--- config.mk ---
export PLATFORM = sky130hd
export DESIGN_NAME = ts_cell_to_sndu_reassembler_core
export DESIGN_NICKNAME = d
export VERILOG_FILES = /design/src/hdl/tsr_pkg.sv /design/src/hdl/tsr_parser.sv /design/src/hdl/tsr_queue.sv /design/src/hdl/ts_cell_to_sndu_reassembler_core.sv
export SDC_FILE = /design/constraint.sdc
export NUM_CORES = 1
export LEC_CHECK = 0
export BUFFER_PORTS_ARGS = -buffer_cell sky130_fd_sc_hd__buf_4
export CAP_MARGIN = 20
export CORE_UTILIZATION = 40
export CTS_CLUSTER_DIAMETER = 40
export DETAILED_ROUTE_END_ITERATION = 8
export PLACE_DENSITY_LB_ADDON = 0.3
export SLEW_MARGIN = 20
export SYNTH_ARGS = -nofsm -noshare
export SYNTH_HDL_FRONTEND = slang
export SYNTH_SLANG_ARGS = --single-unit
--- constraint.sdc ---
create_clock -name clk -period 8.11 [get_ports clk]
set_input_delay 1.2165 -clock clk [delete_from_list [all_inputs] [get_ports clk]]
set_output_delay 1.2165 -clock clk [all_outputs]
set_load 0.01 [all_outputs]
--- src/hdl/tsr_pkg.sv ---
// ----------------------------------------------------------------------------
// tsr_pkg: shared types and a helper for the transport-stream SNDU reassembler
// Holds the result kind codes, the result struct and CRC helper.
// ----------------------------------------------------------------------------
package tsr_pkg;

  localparam int unsigned QDepth = 4;

  typedef enum logic [3:0] {
    K_PAYLOAD  = 4'd0,
    K_OK       = 4'd1,
    K_CRC_FAIL = 4'd2,
    K_BAD_CELL = 4'd3,
    K_DISCONT  = 4'd4,
    K_BAD_PTR  = 4'd5,
    K_BAD_LEN  = 4'd6,
    K_FLUSHED  = 4'd7,
    K_SHORT    = 4'd8
  } kind_t;

  typedef struct packed {
    logic [7:0]  out_byte;
    kind_t       kind;
    logic [15:0] sndu_type;
    logic        dest_absent;
    logic        last;
  } result_t;

  // MPEG-2 CRC-32, one byte, MSB first
  function automatic logic [31:0] crc_feed(input logic [31:0] c_in, input logic [7:0] b);
    logic [31:0] c;
    c = c_in ^ {b, 24'd0};
    for (int i = 0; i < 8; i++) begin
      c = c[31] ? ((c << 1) ^ 32'h04C11DB7) : (c << 1);
    end
    return c;
  endfunction

endpackage

--- src/hdl/tsr_parser.sv ---
// ----------------------------------------------------------------------------
// tsr_parser: front end
// Checks cell headers, tracks continuity and pointer, parses SNDUs byte by
// byte and produces at most one result per input byte.
// ----------------------------------------------------------------------------
module tsr_parser import tsr_pkg::*; (
  input  logic          clk,
  input  logic          rst_n,
  input  logic          step,
  input  logic [7:0]    cell_byte,
  input  logic          cell_start,
  output logic          res_valid,
  output result_t       res
);

  typedef enum logic [12:0] {
    PH_IDLE  = 13'b0000000000001,
    PH_HDR   = 13'b0000000000010,
    PH_HBAD  = 13'b0000000000100,
    PH_PTRS  = 13'b0000000001000,
    PH_PTRC  = 13'b0000000010000,
    PH_SKIP  = 13'b0000000100000,
    PH_LEN0  = 13'b0000001000000,
    PH_LEN1  = 13'b0000010000000,
    PH_NEXT0 = 13'b0000100000000,
    PH_NEXT1 = 13'b0001000000000,
    PH_TYPE0 = 13'b0010000000000,
    PH_TYPE1 = 13'b0100000000000,
    PH_DATA  = 13'b1000000000000
  } phase_t;

  logic        await_r, await_nxt;
  logic [3:0]  ecc_r, ecc_nxt;
  logic [7:0]  pos_r, pos_nxt;
  phase_t      ph_r, ph_nxt;
  logic        insndu_r, insndu_nxt;
  logic [14:0] len_r, len_nxt;
  logic [15:0] left_r, left_nxt;
  logic [15:0] type_r, type_nxt;
  logic        thalf_r, thalf_nxt;
  logic        dbit_r, dbit_nxt;
  logic [7:0]  ptr_r, ptr_nxt;
  logic [7:0]  held_r, held_nxt;
  logic [31:0] crc_r, crc_nxt;
  logic [31:0] crx_r, crx_nxt;

  logic [7:0]  pos;
  logic [15:0] v;

  always_comb begin
    await_nxt = await_r; ecc_nxt = ecc_r; pos_nxt = pos_r; ph_nxt = ph_r;
    insndu_nxt = insndu_r; len_nxt = len_r; left_nxt = left_r; type_nxt = type_r;
    thalf_nxt = thalf_r; dbit_nxt = dbit_r; ptr_nxt = ptr_r; held_nxt = held_r;
    crc_nxt = crc_r; crx_nxt = crx_r;
    res_valid = 1'b0;
    res = '{out_byte: 8'd0, kind: K_PAYLOAD, sndu_type: type_r, dest_absent: dbit_r,
            last: 1'b0};
    pos = pos_r + 8'd1;
    v = {held_r, cell_byte};
    if (step) begin
      if (cell_start) begin
        if (!insndu_r && len_r == 15'd0) await_nxt = 1'b1;
        pos_nxt = 8'd0;
        ph_nxt = (cell_byte == 8'h47) ? PH_HDR : PH_HBAD;
      end else if (pos_r >= 8'd187) begin
        pos_nxt = 8'd188;
      end else begin
        pos_nxt = pos;
        if (pos < 8'd4) begin
          if (ph_r == PH_HDR || ph_r == PH_HBAD) begin
            if (pos == 8'd1) begin
              held_nxt = cell_byte;
              if (cell_byte[7]) ph_nxt = PH_HBAD;
            end
            if (pos == 8'd3) begin
              if (ph_r == PH_HBAD || (cell_byte & 8'hC0) != 8'd0) begin
                res_valid = 1'b1; res.kind = K_BAD_CELL;
                insndu_nxt = 1'b0; len_nxt = '0; type_nxt = '0; thalf_nxt = 1'b0;
                left_nxt = '0; dbit_nxt = 1'b0;
                await_nxt = 1'b1; ph_nxt = PH_IDLE;
              end else if (!await_r && cell_byte[3:0] == ecc_r) begin
                ecc_nxt = ecc_r + 4'd1;
                if (held_r[6]) ph_nxt = PH_PTRC;
                else if (insndu_r) ph_nxt = PH_DATA;
                else ph_nxt = thalf_r ? PH_TYPE1 : PH_TYPE0;
              end else begin
                if (!await_r) begin
                  res_valid = 1'b1; res.kind = K_DISCONT;
                  insndu_nxt = 1'b0; len_nxt = '0; type_nxt = '0; thalf_nxt = 1'b0;
                  left_nxt = '0; dbit_nxt = 1'b0; await_nxt = 1'b1;
                end
                if (held_r[6]) begin
                  ecc_nxt = cell_byte[3:0] + 4'd1;
                  ph_nxt = PH_PTRS;
                end else ph_nxt = PH_IDLE;
              end
            end
          end
        end else begin
          case (ph_r)
            PH_PTRS: begin
              if (cell_byte > 8'd184) begin
                ph_nxt = PH_IDLE; res_valid = 1'b1; res.kind = K_BAD_PTR;
              end else if (cell_byte >= 8'd182) begin
                len_nxt = '0; await_nxt = 1'b1; ph_nxt = PH_IDLE;
                res_valid = 1'b1; res.kind = K_SHORT;
              end else begin
                await_nxt = 1'b0; ptr_nxt = cell_byte;
                ph_nxt = (cell_byte != 8'd0) ? PH_SKIP : PH_LEN0;
              end
            end
            PH_PTRC: begin
              if (cell_byte >= 8'd183 || {8'd0, cell_byte} != left_r) begin
                res_valid = 1'b1; res.kind = K_BAD_PTR;
                insndu_nxt = 1'b0; len_nxt = '0; type_nxt = '0; thalf_nxt = 1'b0;
                left_nxt = '0; dbit_nxt = 1'b0; await_nxt = 1'b1; ph_nxt = PH_IDLE;
              end else if (insndu_r) ph_nxt = PH_DATA;
              else ph_nxt = thalf_r ? PH_TYPE1 : PH_TYPE0;
            end
            PH_SKIP: begin
              if (ptr_r <= 8'd1) begin
                ptr_nxt = 8'd0; ph_nxt = PH_LEN0;
              end else ptr_nxt = ptr_r - 8'd1;
            end
            PH_LEN0, PH_NEXT0: begin
              held_nxt = cell_byte;
              crc_nxt = crc_feed(32'hFFFFFFFF, cell_byte);
              ph_nxt = (ph_r == PH_LEN0) ? PH_LEN1 : PH_NEXT1;
            end
            PH_LEN1, PH_NEXT1: begin
              if (ph_r == PH_NEXT1 && held_r == 8'hFF && cell_byte == 8'hFF) begin
                ph_nxt = PH_IDLE;
              end else begin
                dbit_nxt = v[15];
                crc_nxt = crc_feed(crc_r, cell_byte);
                if (v[14:0] < 15'd5) begin
                  len_nxt = '0; await_nxt = 1'b1; ph_nxt = PH_IDLE;
                  res_valid = 1'b1; res.kind = K_BAD_LEN; res.dest_absent = v[15];
                end else begin
                  len_nxt = v[14:0];
                  left_nxt = {1'b0, v[14:0]} + 16'd2;
                  ph_nxt = PH_TYPE0;
                end
              end
            end
            PH_TYPE0: begin
              type_nxt = {cell_byte, 8'd0}; thalf_nxt = 1'b1;
              left_nxt = left_r - 16'd1;
              crc_nxt = crc_feed(crc_r, cell_byte); ph_nxt = PH_TYPE1;
            end
            PH_TYPE1: begin
              type_nxt = type_r | {8'd0, cell_byte}; thalf_nxt = 1'b0;
              insndu_nxt = 1'b1; left_nxt = {1'b0, len_r};
              crc_nxt = crc_feed(crc_r, cell_byte); crx_nxt = '0; ph_nxt = PH_DATA;
            end
            PH_DATA: begin
              if (left_r > 16'd4) begin
                crc_nxt = crc_feed(crc_r, cell_byte);
                left_nxt = left_r - 16'd1;
                res_valid = 1'b1; res.out_byte = cell_byte;
              end else begin
                crx_nxt = {crx_r[23:0], cell_byte};
                if (left_r > 16'd1) left_nxt = left_r - 16'd1;
                else begin
                  res_valid = 1'b1; res.last = 1'b1;
                  res.kind = (crc_r == {crx_r[23:0], cell_byte}) ? K_OK : K_CRC_FAIL;
                  insndu_nxt = 1'b0; len_nxt = '0; type_nxt = '0; thalf_nxt = 1'b0;
                  left_nxt = '0; dbit_nxt = 1'b0;
                  ph_nxt = (pos <= 8'd185) ? PH_NEXT0 : PH_IDLE;
                end
              end
            end
            default: ;
          endcase
        end
      end
    end
  end

  always_ff @(posedge clk) begin
    if (!rst_n) begin
      await_r <= 1'b1; ecc_r <= '0; pos_r <= '0; ph_r <= PH_IDLE; insndu_r <= 1'b0;
      len_r <= '0; left_r <= '0; type_r <= '0; thalf_r <= 1'b0; dbit_r <= 1'b0;
      ptr_r <= '0; held_r <= '0; crc_r <= '1; crx_r <= '0;
    end else begin
      await_r <= await_nxt; ecc_r <= ecc_nxt; pos_r <= pos_nxt; ph_r <= ph_nxt;
      insndu_r <= insndu_nxt; len_r <= len_nxt; left_r <= left_nxt; type_r <= type_nxt;
      thalf_r <= thalf_nxt; dbit_r <= dbit_nxt; ptr_r <= ptr_nxt; held_r <= held_nxt;
      crc_r <= crc_nxt; crx_r <= crx_nxt;
    end
  end

endmodule

--- src/hdl/tsr_queue.sv ---
// ----------------------------------------------------------------------------
// tsr_queue: result queue
// Small register queue between the parser and the result port.
// ----------------------------------------------------------------------------
module tsr_queue import tsr_pkg::*; #(
  parameter int unsigned DEPTH = QDepth
) (
  input  logic    clk,
  input  logic    rst_n,
  input  logic    wr,
  input  result_t wdata,
  input  logic    rd,
  output result_t rdata,
  output logic    empty,
  output logic    full
);

  localparam int unsigned AW = (DEPTH > 1) ? $clog2(DEPTH) : 1;

  result_t        mem_r [DEPTH];
  logic [AW-1:0]  wp_r, rp_r;
  logic [AW:0]    cnt_r;

  assign empty = (cnt_r == '0);
  assign full  = (cnt_r == (AW+1)'(DEPTH));
  assign rdata = mem_r[rp_r];

  always_ff @(posedge clk) begin
    if (wr) mem_r[wp_r] <= wdata;
  end

  always_ff @(posedge clk) begin
    if (!rst_n) begin
      wp_r <= '0; rp_r <= '0; cnt_r <= '0;
    end else begin
      if (wr) wp_r <= (wp_r == AW'(DEPTH - 1)) ? '0 : wp_r + 1'b1;
      if (rd) rp_r <= (rp_r == AW'(DEPTH - 1)) ? '0 : rp_r + 1'b1;
      cnt_r <= cnt_r + (AW+1)'(wr) - (AW+1)'(rd);
    end
  end

endmodule

--- src/hdl/ts_cell_to_sndu_reassembler_core.sv ---
// ----------------------------------------------------------------------------
// ts_cell_to_sndu_reassembler_core: ULE SNDU reassembly from TS cells
// Parser front end feeding a result queue towards the consumer.
// ----------------------------------------------------------------------------
// Usage:
//  - Input: push one TS byte per request with in_cell_start high on the
//    sync byte of each 188-byte cell. Accepted when push && !full.
//  - Output: queue-style. While empty is low the oldest result sits on the
//    out_ ports; pop takes it. Each byte yields zero or one result.
//  - Throughput: one byte per cycle while full is low; the parser handles a
//    byte in the cycle it is accepted (CRC byte update is a combinational
//    XOR network); each result is registered into the queue on acceptance.
//  - Stall: a QDepth-entry queue holds results; full rises when it could
//    not absorb another result, so input stalls only when the consumer lags.
//  - Reset (rst_n low, synchronous): parser waits for a unit start, queue
//    is emptied, CRC accumulator set to all ones.
// ----------------------------------------------------------------------------
module ts_cell_to_sndu_reassembler_core import tsr_pkg::*; #(
  parameter int unsigned QUEUE_DEPTH = QDepth
) (
  input  logic        clk,
  input  logic        rst_n,
  input  logic        push,
  output logic        full,
  input  logic [7:0]  in_cell_byte,
  input  logic        in_cell_start,
  output logic        empty,
  input  logic        pop,
  output logic [7:0]  out_out_byte,
  output logic [3:0]  out_kind,
  output logic [15:0] out_sndu_type,
  output logic        out_dest_absent,
  output logic        out_last
);

  logic    step, res_valid, q_full;
  result_t res, head;

  // accept only while the queue has room for one more result
  assign full = q_full;
  assign step = push && !q_full;

  tsr_parser u_parser (
    .clk, .rst_n, .step, .cell_byte(in_cell_byte), .cell_start(in_cell_start),
    .res_valid, .res
  );

  tsr_queue #(.DEPTH(QUEUE_DEPTH)) u_queue (
    .clk, .rst_n, .wr(res_valid), .wdata(res), .rd(pop && !empty),
    .rdata(head), .empty, .full(q_full)
  );

  assign out_out_byte    = head.out_byte;
  assign out_kind        = head.kind;
  assign out_sndu_type   = head.sndu_type;
  assign out_dest_absent = head.dest_absent;
  assign out_last        = head.last;

endmodule

# Word-level counts from Yosys, hierarchy flattened
# Memories as Yosys holds them, arrays and structs flattened. A register that Yosys moved wholly into a read port is not among the register bits.
# Index checks and enable logic that the tools add are counted.
[totals]
out_inout_bits = 32
word_cells = 329
mem_bits_rw = 120
in_bits = 13
mem_count = 1
register_bits = 155
[op_classes]
n_eq_ne = 54
addsub = 10
bitwise = 23
mux = 170
order_cmp = 10
reduce_logical = 44
[mem_list]
columns = ["name", "depth", "word_bits", "rd", "rd_clocked_by_memory_dff", "wr", "line_no", "source"]
rows = [
  ["u_queue.mem_r", 4, 30, 1, 1, 1, "tsr_queue.sv:20", "result_t mem_r [DEPTH];"],
]
[ops]
columns = ["cell", "count"]
rows = [
  ["two-way mux 27 bit", 16],
  ["two-way mux 13 bit", 18],
  ["two-way mux 16 bit", 14],
  ["NOT 14 bit", 16],
  ["two-way mux 15 bit", 13],
  ["case mux 32 bit (4 select lines)", 1],
  ["case mux 13 bit (8 select lines)", 1],
  ["two-way mux 8 bit", 12],
  ["case mux 16 bit (5 select lines)", 1],
  ["two-way mux 32 bit", 2],
  ["case mux 16 bit (4 select lines)", 1],
  ["case mux 15 bit (4 select lines)", 1],
  ["two-way mux 4 bit", 13],
  ["two-way mux 12 bit", 4],
  ["case mux 24 bit (2 select lines)", 1],
  ["two-way mux 1 bit", 47],
  ["AND reduction 11 bit", 4],
  ["== test 32 bit", 1],
  ["NOT 32 bit", 1],
  ["XOR 32 bit", 1],
  [">= comparator 8 bit, second input constant", 3],
  ["two-way mux 24 bit", 1],
  ["two-way mux 2 bit", 9],
  ["adder 15 x 2 -> 16 bit, second input constant", 1],
  ["other kinds (71)", 129],
]

# Logic depth before layout (Yosys ltp)
[depth]
word_depth = 19
mapped_depth = 15
mapped_depth_nobuf = 13

# Modules after synthesis
# Synthesis repeated with hierarchy kept, for this count alone.
[unflattened]
cells_unflattened = 1489
hier_area_um2 = 15381.0
[by_module_without_submodules]
columns = ["module", "cells_each", "area_each_um2", "n_inst", "seq_area_each_um2"]
rows = [
  ["tsr_parser", 1288, 10573.9, 1, 2962.8],
  ["tsr_queue", 199, 4779.6, 1, 3783.6],
  ["ts_cell_to_sndu_reassembler_core", 2, 27.5, 1, 0.0],
]

# Worst setup path before layout
# OpenSTA, ideal clock, no wires.
[synth_path]
path_type = "input to register"
from = "input port in_cell_byte[3]"
to = "register u_queue.cnt_r[2]"
required_ns = 7.982
arrival_ns = 4.085
setup_slack_ns = 3.898
path_stages = 15
path_buffers = 2
cell_sequence = "buf_2 > buf_1 > inv_1 > ha_1 > nand3_1 > o21a_1 > nand4_1 > a2111oi_0 > a21boi_2 > ha_1 > inv_1 > fa_1 > xor2_1 > xnor2_1 > nor2_1"
[synth_via]
elab_chain_len = 12
elab_cells_between_ends = 26
cone_classes = "2 x add/sub; 4 x order compare; 3 x eq/ne; 14 x mux; 3 x reduce/logical"
[synth_rtl]
columns = ["element", "line_no", "source"]
rows = [
  ["from (decl)", "ts_cell_to_sndu_reassembler_core.sv:25", "input logic [7:0] in_cell_byte,"],
  ["branches (longest 6 deep; another with less-than comparator 15 x 3 -> 1 bit)", "-", ""],
  ["two-way mux 1 bit *", "tsr_parser.sv:69", "if (pos < 8'd4) begin"],
  ["two-way mux 1 bit *", "tsr_parser.sv:65", "end else if (pos_r >= 8'd187) begin"],
  ["two-way mux 1 bit *", "tsr_parser.sv:61", "if (cell_start) begin"],
  ["two-way mux 1 bit *", "tsr_parser.sv:60", "if (step) begin"],
  ["named net res_valid", "ts_cell_to_sndu_reassembler_core.sv:36", "logic step, res_valid, q_full;"],
  ["adder 3 x 1 -> 3 bit *", "tsr_queue.sv:38", "cnt_r <= cnt_r + (AW+1)'(wr) - (AW+1)'(rd);"],
  ["subtractor 3 x 1 -> 3 bit *", "tsr_queue.sv:38", ""],
  ["to (signal assigned)", "tsr_queue.sv:38", ""],
  ["to (decl)", "tsr_queue.sv:22", "logic [AW:0] cnt_r;"],
]
# Mark *: on every way through the listed nets, which the timed path passes.
# A chain may end at the register's enable or synchronous reset.

# Worst setup path in the final report
[layout_path]
from = "input port in_cell_byte[6]"
to = "register u_queue.cnt_r[2]"
[layout_via]
elab_chain_len = 11
elab_cells_between_ends = 25
cone_classes = "2 x add/sub; 4 x order compare; 2 x eq/ne; 13 x mux; 4 x reduce/logical"
[layout_rtl]
columns = ["element", "line_no"]
rows = [
  ["branches (longest 5 deep; another with less-than comparator 15 x 3 -> 1 bit)", "-"],
  ["two-way mux 1 bit *", "tsr_parser.sv:69"],
  ["two-way mux 1 bit *", "tsr_parser.sv:65"],
  ["two-way mux 1 bit *", "tsr_parser.sv:61"],
  ["two-way mux 1 bit *", "tsr_parser.sv:60"],
  ["named net res_valid", "ts_cell_to_sndu_reassembler_core.sv:36"],
  ["adder 3 x 1 -> 3 bit *", "tsr_queue.sv:38"],
  ["subtractor 3 x 1 -> 3 bit *", "tsr_queue.sv:38"],
]
# Marked as above.

==> results.json <==
{
  "finClkSkew_ns": 0.0386,
  "register_area_mm2": 0.00675,
  "crit_start": "in_cell_byte[6]",
  "ios": 45,
  "rsz0062_at_grt": "no",
  "fin_ws_ns": 3.94,
  "grt_max_degree": 63,
  "syn_avg_cell_area_um2": 10.2,
  "seq_area_frac_synth": 0.452,
  "clkTransAtPathRegs_ns": 0.06,
  "fin_crit_ns": 4.17,
  "drt-pass1-iter-count": 5,
  "fillers": 3342,
  "h-tree-depth": 2,
  "cpPeakStageDelay_ns": 0.76,
  "fp-row-count": 70,
  "fin_crit_sh": 0.514,
  "die-height_um": 195,
  "min_path_type": "reg -> reg",
  "initial_utilization": 0.407,
  "synth_edf_count": 120,
  "clock-sinks": 277,
  "most-common-layout-cells": "156 x dfxtp_1, 145 x xnor2_1, 120 x edfxtp_1",
  "start_kind": "input pin",
  "crit_required_ns": 8.51,
  "wl_per_cell_um": 20.9,
  "num_vias": 11500,
  "worst_path_max_delay_cell": "a2111oi_0",
  "totalNegativeSetupSlack_ns": 0,
  "clk_root_buffer_cell": "clkbuf_16",
  "ys_async_sr_fraction": 0,
  "drt_iter0_markers": 833,
  "ctsResizeCount": 0,
  "gp_congestion": 0.943,
  "gr-total-overflow": 0,
  "n_antenna_cell": 0,
  "cp_max_fo": 15,
  "worst_pin_slew_ns": 1.05,
  "hold_violations": 0,
  "status": "finished, final reports clean",
  "critPathArrivalTime_ns": 4.57,
  "cts_setup_buffers": 0,
  "grt_pass1_wl_mm": 63.4,
  "synth-seq-cells": 277,
  "clock_path_buffers": 3,
  "core_area_mm2": 0.0367,
  "io_buffers": 44,
  "fmax_mhz": 240,
  "slew_viol_final": 0,
  "synth_nets": 1507,
  "routed_wl_mm": 40.7,
  "critical-path-top-delay-family": "compound AO/OA/AOI/OAI gates",
  "syn_area_mm2": 0.0149,
  "netlist-cell-type-count": 91,
  "p_leak_nw": 5.97,
  "die_x_um": 195,
  "ctsHoldBuffers": 0,
  "yosysWarnings": 0,
  "multi_input_area_mm2": 0.00759,
  "crit_buf_inv": 3,
  "antenna_found_initial": 0,
  "drcViolationCount": 0,
  "grt_pass1_vias": 11000,
  "die-area_mm2": 0.0381,
  "max-slew-margin-rel": 0.296,
  "endpoint_kind": "register",
  "ys.flop_type": "dfxtp_1",
  "clock_latency_ns": 0.54,
  "place_ws_ns": 3.47,
  "grt_util_all_layers": 0.213,
  "hp-start": "u_parser.ptr_r[7]",
  "r2r-start": "u_parser.left_r[4]",
  "p_per_area_mw_per_mm2": 222,
  "cts-buffers-inserted": 39,
  "cts_tree": "done",
  "area_growth_pct": 13.2,
  "final_common_cell": "dfxtp_1",
  "fin_nets": 1501,
  "worstSetupPathType": "in -> reg",
  "maxCapViolations": 0,
  "via_per_inst": 5.88,
  "layout-drive-gt1-share": 0.134,
  "path_cells": "buf_4 -> inv_1 -> ha_1 -> a31oi_1 -> o21a_1 -> nand4_1 -> a2111oi_0 -> a21boi_2 -> ha_1 -> inv_1 -> fa_1 -> xor2_1 -> xnor2_1 -> nor2_1",
  "synthCells": 1458,
  "ant_nets": 0,
  "dp_hpwl_mm": 27.4,
  "setup_violations": 0,
  "ir_worst_vdd_v": 0.000144
}
==> kinds of logic after synthesis <==
kind of cell / Yosys count / share of synthesized area
compound gates: 296 / 0.137
xor+xnor: 199 / 0.120
fa+ha+maj: 36 / 0.0307
buf+inv: 143 / 0.0405
flops: 277 / 0.452
mux: 56 / 0.0630
simple gates: 451 / 0.156
==> path summary, 6_finish.rpt <==
kind / end / slack, ns / cells after the start
hold reg to reg: u_parser.ptr_r[7] / 0.47 / 2
setup / recovery: u_queue.cnt_r[2] / 3.94 / 14
hold / removal: u_parser.ptr_r[7] / 0.47 / 2
setup reg to reg: u_parser.ph_r[0] / 4.15 / 7
==> sequential cells by signal, summed over array words and instances (netlist names), named ones only <==
register / cells
u_parser.len_r: 15
u_parser.held_r: 8
u_parser.crc_r: 32
u_parser.type_r: 16
u_parser.ecc_r: 4
u_parser.ph_r: 13
u_parser.crx_r: 24
u_parser.dbit_r: 1
u_parser.ptr_r: 8
u_parser.insndu_r: 1
u_parser.left_r: 16
u_parser.await_r: 1
u_queue.wp_r: 2
u_parser.thalf_r: 1
u_queue.mem_r: 120
u_queue.rp_r: 2
u_queue.cnt_r: 3
u_parser.pos_r: 8
==> cell usage after synthesis (34+ instances only) <==
cell	n	area share
ha_1	35	0.029
xnor2_1	145	0.085
o21ai_0	51	0.017
xor2_1	49	0.029
a21oi_1	49	0.016
nor2_1	114	0.029
nor3_1	34	0.011
nand3_1	49	0.016
nand2_1	110	0.028
dfxtp_1	157	0.21
clkbuf_1	72	0.018
edfxtp_1	120	0.24
==> worst min-delay path, delay by kind of cell, from the launching register on <==
family | cells | cell delay [ns]
simple gates | 1 | 0.06
compound gates | 1 | 0.05
flops | 1 | 0.31
==> where the power goes <==
group | leakage (nW) | total (W) | internal [W] | switching (W)
clock | 0.664 | 0.00178 | 0.00112 | 0.000660
sequential | 2.41 | 0.00148 | 0.00146 | 0.0000152
combinational | 2.89 | 0.000499 | 0.000220 | 0.000278
==> through the flow <==
step	total power, W	instance area [um^2]	hold WS, ns	utilization	std cells
floorplan	0.00186	14900	0.444	-	1458
global route	0.00389	16900	0.512	0.461	1950
CTS	0.00379	16900	0.478	0.461	1950
detailed placement	0.00201	15500	0.472	0.423	1879
finish	0.00375	16900	0.470	0.461	1950
global placement	0.00201	15500	0.463	0.423	1879
==> layer usage <==
metal  track usage  vias to the layer above  wire length, um
met5             0                        -                0
met4        0.0939                        0             1660
met3        0.0361                      118             2670
met2         0.337                      433            18400
met1         0.285                     5577            17900
li1              -                     5341                -
==> cell type report <==
class	count	share of cell area
clock buffer	49	0.0661
timing repair buffer	63	0.0280
inverter	33	0.00733
sequential	277	0.399
tap	468	0.0346
multi-input combinational	1038	0.449
clock inverter	22	0.0158
(Power assumes the default switching activity.)
